$ cat config.mk
export PLATFORM = sky130hd
export DESIGN_NAME = rpr_rotate_flat
export DESIGN_NICKNAME = d
export VERILOG_FILES = /design/src/design/rpr_pkg.sv /design/src/design/rpr_out_if.sv /design/src/design/rpr_rotate.sv /design/src/flat_wrapper.sv
export SDC_FILE = /design/constraint.sdc
export NUM_CORES = 2
export LEC_CHECK = 0
export BUFFER_PORTS_ARGS = -buffer_cell sky130_fd_sc_hd__buf_2
export CAP_MARGIN = 15
export CORE_MARGIN = 3
export CORE_UTILIZATION = 40
export DETAILED_ROUTE_END_ITERATION = 10
export HOLD_SLACK_MARGIN = 0.02
export PLACE_DENSITY = 0.61
export SETUP_SLACK_MARGIN = 0.5
export SYNTH_ARGS = -nofsm -noshare
export SYNTH_HDL_FRONTEND = slang
export SYNTH_SLANG_ARGS = --single-unit
$ cat constraint.sdc
create_clock -name i_clk -period 17.1 [get_ports i_clk]
set_clock_uncertainty 0.15 [all_clocks]
set_input_delay 3.42 -clock i_clk [delete_from_list [all_inputs] [get_ports i_clk]]
set_output_delay 3.42 -clock i_clk [all_outputs]
set_load 0.1 [all_outputs]
$ cat src/design/rpr_pkg.sv
// Types, constants and helper functions of the rotary position rotation block.
package rpr_pkg;

    localparam int MAX_POSITION   = 4096;
    localparam int MAX_HEADS      = 128;
    localparam int MAX_HEAD_WIDTH = 256;

    localparam int CFG_DATA_W = 16;

    typedef enum logic [1:0] {
        CFG_ROTARY_DIMS = 2'd0,
        CFG_HEAD_WIDTH  = 2'd1,
        CFG_HALF_SPLIT  = 2'd2,
        CFG_MAG_SCALE   = 2'd3
    } t_cfg_idx;

    localparam logic [8:0]  RST_ROTARY_DIMS = 9'd128;
    localparam logic [8:0]  RST_HEAD_WIDTH  = 9'd128;
    localparam logic        RST_HALF_SPLIT  = 1'b0;
    localparam logic [15:0] RST_MAG_SCALE   = 16'd16384;

    typedef logic [6:0]         t_head;
    typedef logic [6:0]         t_pair;
    typedef logic [11:0]        t_pos;
    typedef logic [24:0]        t_freq;
    typedef logic signed [15:0] t_q5_10;
    typedef logic [14:0]        t_dest;
    typedef logic [17:0]        t_mag;

    typedef enum logic [1:0] {
        QUAD_0 = 2'd0,
        QUAD_1 = 2'd1,
        QUAD_2 = 2'd2,
        QUAD_3 = 2'd3
    } t_quad;

    // Payload that rides along the trigonometric pipeline untouched.
    typedef struct packed {
        t_dest  first_dest;
        t_dest  second_dest;
        t_q5_10 x_first;
        t_q5_10 x_second;
    } t_side;

    // Scaled sine and cosine magnitudes in Q.16 with the quadrant of the angle.
    typedef struct packed {
        t_mag  sin_mag;
        t_mag  cos_mag;
        t_quad quad;
    } t_trig;

    // Angle constants in Q.32 radians.
    localparam logic [32:0] HALF_PI_Q32    = 33'd6746518852;
    localparam logic [32:0] QUARTER_PI_Q32 = 33'd3373259426;
    // floor(2^46 / (pi/2 in Q.32)), used to estimate the quadrant count.
    localparam logic [13:0] HALF_PI_RECIP  = 14'((64'd1 << 46) / 64'(HALF_PI_Q32));
    localparam logic [30:0] ONE_Q30        = 31'h4000_0000;

    // Rounded-up reciprocals: with shift 30 + ceil(log2 d) the quotient is exact
    // for every 30-bit dividend, so no correction step is needed.
    localparam logic [5:0]  DIV72_SH  = 6'd37;
    localparam logic [31:0] DIV72_MUL = 32'(((64'd1 << 37) + 64'd71) / 64'd72);
    localparam logic [5:0]  DIV42_SH  = 6'd36;
    localparam logic [31:0] DIV42_MUL = 32'(((64'd1 << 36) + 64'd41) / 64'd42);
    localparam logic [5:0]  DIV20_SH  = 6'd35;
    localparam logic [31:0] DIV20_MUL = 32'(((64'd1 << 35) + 64'd19) / 64'd20);
    localparam logic [5:0]  DIV6_SH   = 6'd33;
    localparam logic [31:0] DIV6_MUL  = 32'(((64'd1 << 33) + 64'd5) / 64'd6);
    localparam logic [5:0]  DIV56_SH  = 6'd36;
    localparam logic [31:0] DIV56_MUL = 32'(((64'd1 << 36) + 64'd55) / 64'd56);
    localparam logic [5:0]  DIV30_SH  = 6'd35;
    localparam logic [31:0] DIV30_MUL = 32'(((64'd1 << 35) + 64'd29) / 64'd30);
    localparam logic [5:0]  DIV12_SH  = 6'd34;
    localparam logic [31:0] DIV12_MUL = 32'(((64'd1 << 34) + 64'd11) / 64'd12);

    function automatic logic [29:0] div_const(input logic [29:0] v, input logic [31:0] mul,
                                              input logic [5:0] sh);
        logic [61:0] prod;
        prod = 62'(v) * 62'(mul);
        return 30'(prod >> sh);
    endfunction

    // Q.30 product of a value and a factor of at most one; the result never exceeds a.
    function automatic logic [29:0] mul_q30(input logic [29:0] a, input logic [30:0] b);
        logic [60:0] prod;
        prod = 61'(a) * 61'(b);
        return prod[59:30];
    endfunction

    function automatic t_mag scale_mag(input logic [30:0] m, input logic [15:0] scale);
        logic [47:0] prod;
        prod = 48'(m) * 48'(scale) + (48'd1 << 27);
        return prod[45:28];
    endfunction

    function automatic t_q5_10 round_sat(input logic signed [35:0] v);
        logic signed [35:0] b;
        logic signed [19:0] q;
        b = v + 36'sd32768;
        q = 20'(b >>> 16);
        if (q > 20'sd32767) begin
            return 16'sh7fff;
        end else if (q < -20'sd32768) begin
            return 16'sh8000;
        end
        return q[15:0];
    endfunction

endpackage

$ cat src/design/rpr_out_if.sv
// Result channel carrying one rotated pair and its destination indices.
interface rpr_out_if import rpr_pkg::*; ();
    logic   valid;
    logic   ready;
    t_dest  first_dest;
    t_dest  second_dest;
    t_q5_10 y_first;
    t_q5_10 y_second;

    modport source (
        output valid, output first_dest, output second_dest,
        output y_first, output y_second,
        input  ready
    );
    modport sink (
        input  valid, input first_dest, input second_dest,
        input  y_first, input y_second,
        output ready
    );
endinterface

$ cat src/design/rpr_rotate.sv
// Two-stage rotation of the pair by the signed sine and cosine, with rounding and saturation.
module rpr_rotate import rpr_pkg::*; (
    input  logic             i_clk,
    input  logic             i_rst_n,
    input  logic             i_valid,
    output logic             o_ready,
    input  t_trig            i_trig,
    input  t_side            i_side,
    rpr_out_if.source        o_result
);

    logic               adv;
    logic [2:1]         r_vld;
    t_side              r_side_a;
    logic signed [34:0] r_p00, r_p11, r_p01, r_p10;
    t_dest              r_first_dest, r_second_dest;
    t_q5_10             r_y_first, r_y_second;

    logic signed [18:0] sm, cm, s, c;
    logic signed [15:0] x0, x1;
    logic signed [35:0] sum0, sum1;

    assign adv     = !r_vld[2] || o_result.ready;
    assign o_ready = adv;

    always_comb begin
        sm = $signed({1'b0, i_trig.sin_mag});
        cm = $signed({1'b0, i_trig.cos_mag});
        x0 = $signed(i_side.x_first);
        x1 = $signed(i_side.x_second);
        case (i_trig.quad)
            QUAD_0: begin
                s = sm;
                c = cm;
            end
            QUAD_1: begin
                s = cm;
                c = -sm;
            end
            QUAD_2: begin
                s = -sm;
                c = -cm;
            end
            QUAD_3: begin
                s = -cm;
                c = sm;
            end
            default: begin
                s = sm;
                c = cm;
            end
        endcase
        sum0 = 36'(r_p00) - 36'(r_p11);
        sum1 = 36'(r_p01) + 36'(r_p10);
    end

    always_ff @(posedge i_clk) begin
        if (!i_rst_n) begin
            r_vld <= '0;
        end else if (adv) begin
            r_vld <= {r_vld[1], i_valid};
        end
    end

    always_ff @(posedge i_clk) begin
        if (adv) begin
            r_p00         <= x0 * c;
            r_p11         <= x1 * s;
            r_p01         <= x0 * s;
            r_p10         <= x1 * c;
            r_side_a      <= i_side;
            r_first_dest  <= r_side_a.first_dest;
            r_second_dest <= r_side_a.second_dest;
            r_y_first     <= round_sat(sum0);
            r_y_second    <= round_sat(sum1);
        end
    end

    assign o_result.valid       = r_vld[2];
    assign o_result.first_dest  = r_first_dest;
    assign o_result.second_dest = r_second_dest;
    assign o_result.y_first     = r_y_first;
    assign o_result.y_second    = r_y_second;

endmodule

$ cat src/flat_wrapper.sv
// flat-port wrapper written by rule: the top's interface ports become plain ports
module rpr_rotate_flat import rpr_pkg::*;
  (i_clk, i_rst_n, i_valid, o_ready, i_trig, i_side, o_result_valid, o_result_first_dest, o_result_second_dest, o_result_y_first, o_result_y_second, o_result_ready);
  rpr_out_if o_result_i ();
  input  logic i_clk;
  input  logic i_rst_n;
  input  logic i_valid;
  output logic o_ready;
  input  t_trig i_trig;
  input  t_side i_side;
  output wire logic [$bits(o_result_i.valid)-1:0] o_result_valid;
  output wire logic [$bits(o_result_i.first_dest)-1:0] o_result_first_dest;
  output wire logic [$bits(o_result_i.second_dest)-1:0] o_result_second_dest;
  output wire logic [$bits(o_result_i.y_first)-1:0] o_result_y_first;
  output wire logic [$bits(o_result_i.y_second)-1:0] o_result_y_second;
  input wire logic [$bits(o_result_i.ready)-1:0] o_result_ready;
  assign o_result_valid = o_result_i.valid;
  assign o_result_first_dest = o_result_i.first_dest;
  assign o_result_second_dest = o_result_i.second_dest;
  assign o_result_y_first = o_result_i.y_first;
  assign o_result_y_second = o_result_i.y_second;
  assign o_result_i.ready = o_result_ready;
  rpr_rotate u_core (.i_clk(i_clk), .i_rst_n(i_rst_n), .i_valid(i_valid), .o_ready(o_ready), .i_trig(i_trig), .i_side(i_side), .o_result(o_result_i));
endmodule
Yosys cells after proc, flatten, opt, wreduce, memory -nomap -nowiden

Index checks and enable logic that the tools add are counted.

Equal/unequal tests: 3
$add $sub $neg: 6
Magnitude comparators: 4
Multiply operators: 4
Reductions and logical operators: 3
Muxes and demuxes: 14

Operators with widths:

| cell                                                                   | number |
|---|---|
| 19-bit case mux with 4 select lines                                    | 2 |
| 16-bit by 19-bit multiplier with 35-bit output                         | 4 |
| 16-bit 2-to-1 mux                                                      | 6 |
| 36-bit by 17-bit adder with 36-bit output, second input constant       | 2 |
| 20-bit by 16-bit > comparator with 1-bit output, second input constant | 2 |
| 20-bit by 16-bit < comparator with 1-bit output, second input constant | 2 |
| 18-bit negation with 19-bit output                                     | 2 |
| 35-bit by 35-bit adder with 36-bit output                              | 1 |
| 35-bit by 35-bit subtractor with 36-bit output                         | 1 |
| 1-bit 2-to-1 mux                                                       | 6 |
| 2-bit == test, second input constant                                   | 2 |
| 2-bit by 1-bit == test with 1-bit output, second input constant        | 1 |
| 2-bit zero test                                                        | 1 |
| 1-bit zero test                                                        | 1 |
| 1-bit logical OR                                                       | 1 |

Logic and storage cells: 45
Input bits: 104
Output and inout port bits: 64
Register bits after elaboration: 234

Logic depth before layout (Yosys ltp)

Depth in word-level cells: 7
Gate-level depth with buffers: 33

Worst setup path after synthesis

OpenSTA, ideal clock, no wires.

Path kind: input to output
Start: input o_result_ready
End: output o_ready
Slack: 3.810 ns
Buffers on the path: 0
Stages: 1
Arrival: 9.720 ns
Data required time: 13.530 ns
Cells stage by stage: nand2b_1

Longest elaborated chain between the ends: 1

RTL lines:

| item               | RTL line           | source |
|---|---|---|
| start: declaration | flat_wrapper.sv:16 | `input wire logic [$bits(o_result_i.ready)-1:0] o_result_ready;` |
| 1-bit logical OR   | rpr_rotate.sv:23   | `assign adv = !r_vld[2] \|\| o_result.ready;` |
| end: declaration   | flat_wrapper.sv:8  | `output logic o_ready;` |

No other way between the ends.

Final worst setup path

Start: input i_trig[20] in the netlist's numbering
End: register u_core.r_p11[33], data pin

Longest elaborated chain between the ends: 3

RTL lines:

| item                                             | RTL line          | source |
|---|---|---|
| start: declaration                               | flat_wrapper.sv:9 | `input t_trig i_trig;` |
| 18-bit negation with 19-bit output               | rpr_rotate.sv:41  | `s = -sm;` |
| 19-bit case mux with 4 select lines *            | rpr_rotate.sv:31  | `case (i_trig.quad)` |
| 16-bit by 19-bit multiplier with 35-bit output * | rpr_rotate.sv:68  | `r_p11 <= x1 * s;` |
| end signal: assignment                           | rpr_rotate.sv:68  |  |
| end: declaration                                 | rpr_rotate.sv:15  | `logic signed [34:0] r_p00, r_p11, r_p01, r_p10;` |

Every way passes the cells marked *; elsewhere a longest branch is shown, timed or not.
A chain may end at the register's enable or synchronous reset.

==> flow_summary.yaml <==
route:
  drt_first_iter_violations: 2827
  vias_per_cell: 5.15
  drt_first_pass_iters: 6
  drc_errors: 0
  vias: 41300
  wirelength_mm: 151
  final_antenna_net_count: 0
  detail_route.wl_per_cell_um: 18.9
worst_hold_path:
  hold_start: "u_core.r_side_a[46]"
  min_path_cells: 0
  hold_path.class: "flip-flop to flip-flop"
  hold_end: "u_core.o_result.second_dest[14]"
worst_setup_path:
  end_kind: "flip-flop"
  worstPathRequired_ns: 17.30
  startpoint_type: "input port"
  ff2ff_path_depth: 11
  r2r-start: "u_core.r_p10[12]"
  r2r_end: "u_core.o_result.y_second[9]"
  cp_max_fo: 39
  r2r_setup_slack_ns: 12.75
  path_class: "input port to flip-flop"
  cp_data_arrival_time_ns: 12.22
cells_and_area:
  layout_common_cells: "1461 x inv_1, 1216 x fa_1, 714 x nand2_1"
  fillCellCount: 13900
  seq_area_mm2: 0.00701
  fin_cells: 8020
  finish.utilization_pct: 43.1
  final_common_cell: "inv_1"
  multi_input_area_mm2: 0.0445
  drive_above_1_share_pct: 5.31
  fin_nets: 7908
  area_delta_synth_final_pct: 6.36
synthesis:
  ys_dominant_reg_cell: "edfxtp_1"
  synth.ff_latch_count: 234
  synth_nets: 7923
  synthCells: 6115
  synth_cell_types: 81
  synth_edf_count: 232
  yosys_warnings: 0
  synth.avg_cell_area_um2: 9.46
  async_flop_share_pct: 0
  ys_seq_area_share_pct: 12.1
  syn-cell-area_mm2: 0.0579
sta:
  fin_hold_ws_ns: 0.263
  worstMarginPinSlew_ns: 1.13
  final_hold_viol_count: 0
  max_freq_mhz: 83.2
  period_minus_slack_ns: 12.02
  min_period_over_period_pct: 70.3
  slew_viol_final: 0
  rsz0062_at_grt: "no"
  setup_viol: 0
  setup_tns_ns: 0
  relSlewSlack_pct: 24.0
floorplan:
  die_h_um: 386
  io-pin-count: 168
  fp.dieW_um: 386
  dieArea_mm2: 0.149
  core_mm2: 0.143
  row_count: 138
  start_util_pct: 40.6
placed_design:
  placed_cells: 7959
  io_buffers: 167
  hpwl_mm: 115
  gp_congestion: 0.889
clock_network:
  ctsHoldBuffers: 0
  clockBufferDepth: 3
  cts_resized: 0
  cts.sinks: 234
  root_buffer: "clkbuf_16"
  cts_setup_buffers: 0
  cts_tree: "yes"
  clk_latency_ns: 0.61
  path_clk_slew_ns: 0.06
  h-tree-depth: 1
  cts_made_buffers: 28
global_route:
  grt_usage_pct: 21.0
  grt_pass1_wl_mm: 245
  antenna_found_initial: 15
  grt_pass1_vias: 43700
  grt_max_degree: 86
  grt_overflow: 0
run_status:
  status: "completed"
run:
  cap_viol_max_count: 0
-- through the flow --
stage | area (µm²) | setup WS [ns]
floorplan | 57900 | 3.81
global placement | 60600 | 4.60
detailed placement | 60600 | 4.50
CTS | 61500 | 5.15
global route | 61500 | 4.58
finish | 61500 | 5.08
-- cell families (layout without fill, tap and decap cells) --
logic type,Yosys count,after routing,share of synthesized area [%]
flip-flops,234,234,12.1
other,0,10,0
adder cells (fa/ha/maj),1704,1704,52.6
multiplexers,13,13,0.318
XOR/XNOR,222,222,3.36
buffers and inverters,1729,1734,11.3
AND/OR/NAND/NOR,1647,1647,14.0
AO/OA/AOI/OAI,566,566,6.34
-- layout make-up --
cell class / count / share of cell area (%)
repair buffers: 221 / 2.02
clock buffers: 30 / 1.15
well taps: 1890 / 3.84
diodes: 10 / 0.0407
flip-flops and latches: 234 / 11.4
inverters: 1463 / 8.92
multi-input cells: 4152 / 72.3
clock inverters: 20 / 0.370
-- layer usage --
metal / track usage [%] / vias to the layer above / part of all wire, %
met5: 0 / - / 0.024
met4: 5.87 / 6 / 2.9
met3: 2.89 / 234 / 6.5
met2: 34.3 / 1332 / 48
met1: 29.1 / 21300 / 43
li1: - / 18400 / -
-- critical path: stages --
cell,delay [ns]
buf_2,0.12
inv_1,0.10
ha_1,0.26
nand4_1,0.17
or2_2,0.35
or3_1,0.43
or3_1,0.39
or3_1,0.34
mux2i_1,0.24
nor2_4,0.14
buf_4,0.32
and2_1,0.27
fa_1,0.64
fa_1,0.89
fa_1,0.53
fa_1,0.50
fa_1,0.50
inv_1,0.05
fa_1,0.47
inv_1,0.04
ha_1,0.35
a21oi_1,0.17
nor2_1,0.05
or4b_2,0.59
o21ai_0,0.24
o21ai_0,0.14
o41ai_1,0.33
xnor2_1,0.13
-- state kept, by name, summed over array words and instances, names as in the netlist --
name and count:
u_core.r_p10 35, u_core.o_result.y_second 16, u_core.o_result.second_dest 15, u_core.r_side_a 30
u_core.r_p00 35, u_core.r_p01 35, u_core.o_result.first_dest 15, u_core.o_result.y_first 16
u_core.r_p11 35, u_core.r_vld 2
-- worst max path at each step --
| stage | start | endpoint | slack, ns | cells past startpoint |
|---|---|---|---|---|
| 2_1_floorplan | o_result_ready | o_ready | 3.81 | 1 |
| 3_3_place_gp | i_trig[20] | u_core.r_p11[33] | 4.60 | 28 |
| 3_5_place_dp | i_trig[20] | u_core.r_p11[33] | 4.50 | 28 |
| 4_1_cts | i_trig[20] | u_core.r_p11[33] | 5.15 | 28 |
| 5_1_grt | i_trig[20] | u_core.r_p11[33] | 4.58 | 28 |
| 6_report | i_trig[20] | u_core.r_p11[33] | 5.08 | 28 |
-- cells in the mapped netlist, types with 8 or more instances --
library cell  number  area (µm²)
or3_1             19         119
xnor2_1          172        1510
o31ai_1           15         113
nand3_1           36         180
o21bai_1          30         225
clkbuf_1         251         942
a21o_1            85         638
xor2_1            50         438
o21a_1            31         233
ha_1             488        6110
nor4_1             9        56.3
a21oi_1          160         801
nor2b_1           68         425
nand4_1           18         113
a211oi_1          19         143
edfxtp_1         232        6970
o22ai_1           13        81.3
a31oi_1           13        81.3
or2_2              8        50.1
o21ai_0          111         556
o211ai_1          10        75.1
nor3_1            25         125
nor2_1           171         642
nand2b_1          34         213
fa_1            1216       24300
buf_2             10        50.1
and2_1           502        3140
nand2_1          714        2680
and3_1             8        50.1
inv_1           1461        5480
a21boi_0           8        60.1
Power is not shown: default switching activity piles up to over one toggle a cycle in this logic, so the estimate is an artifact.
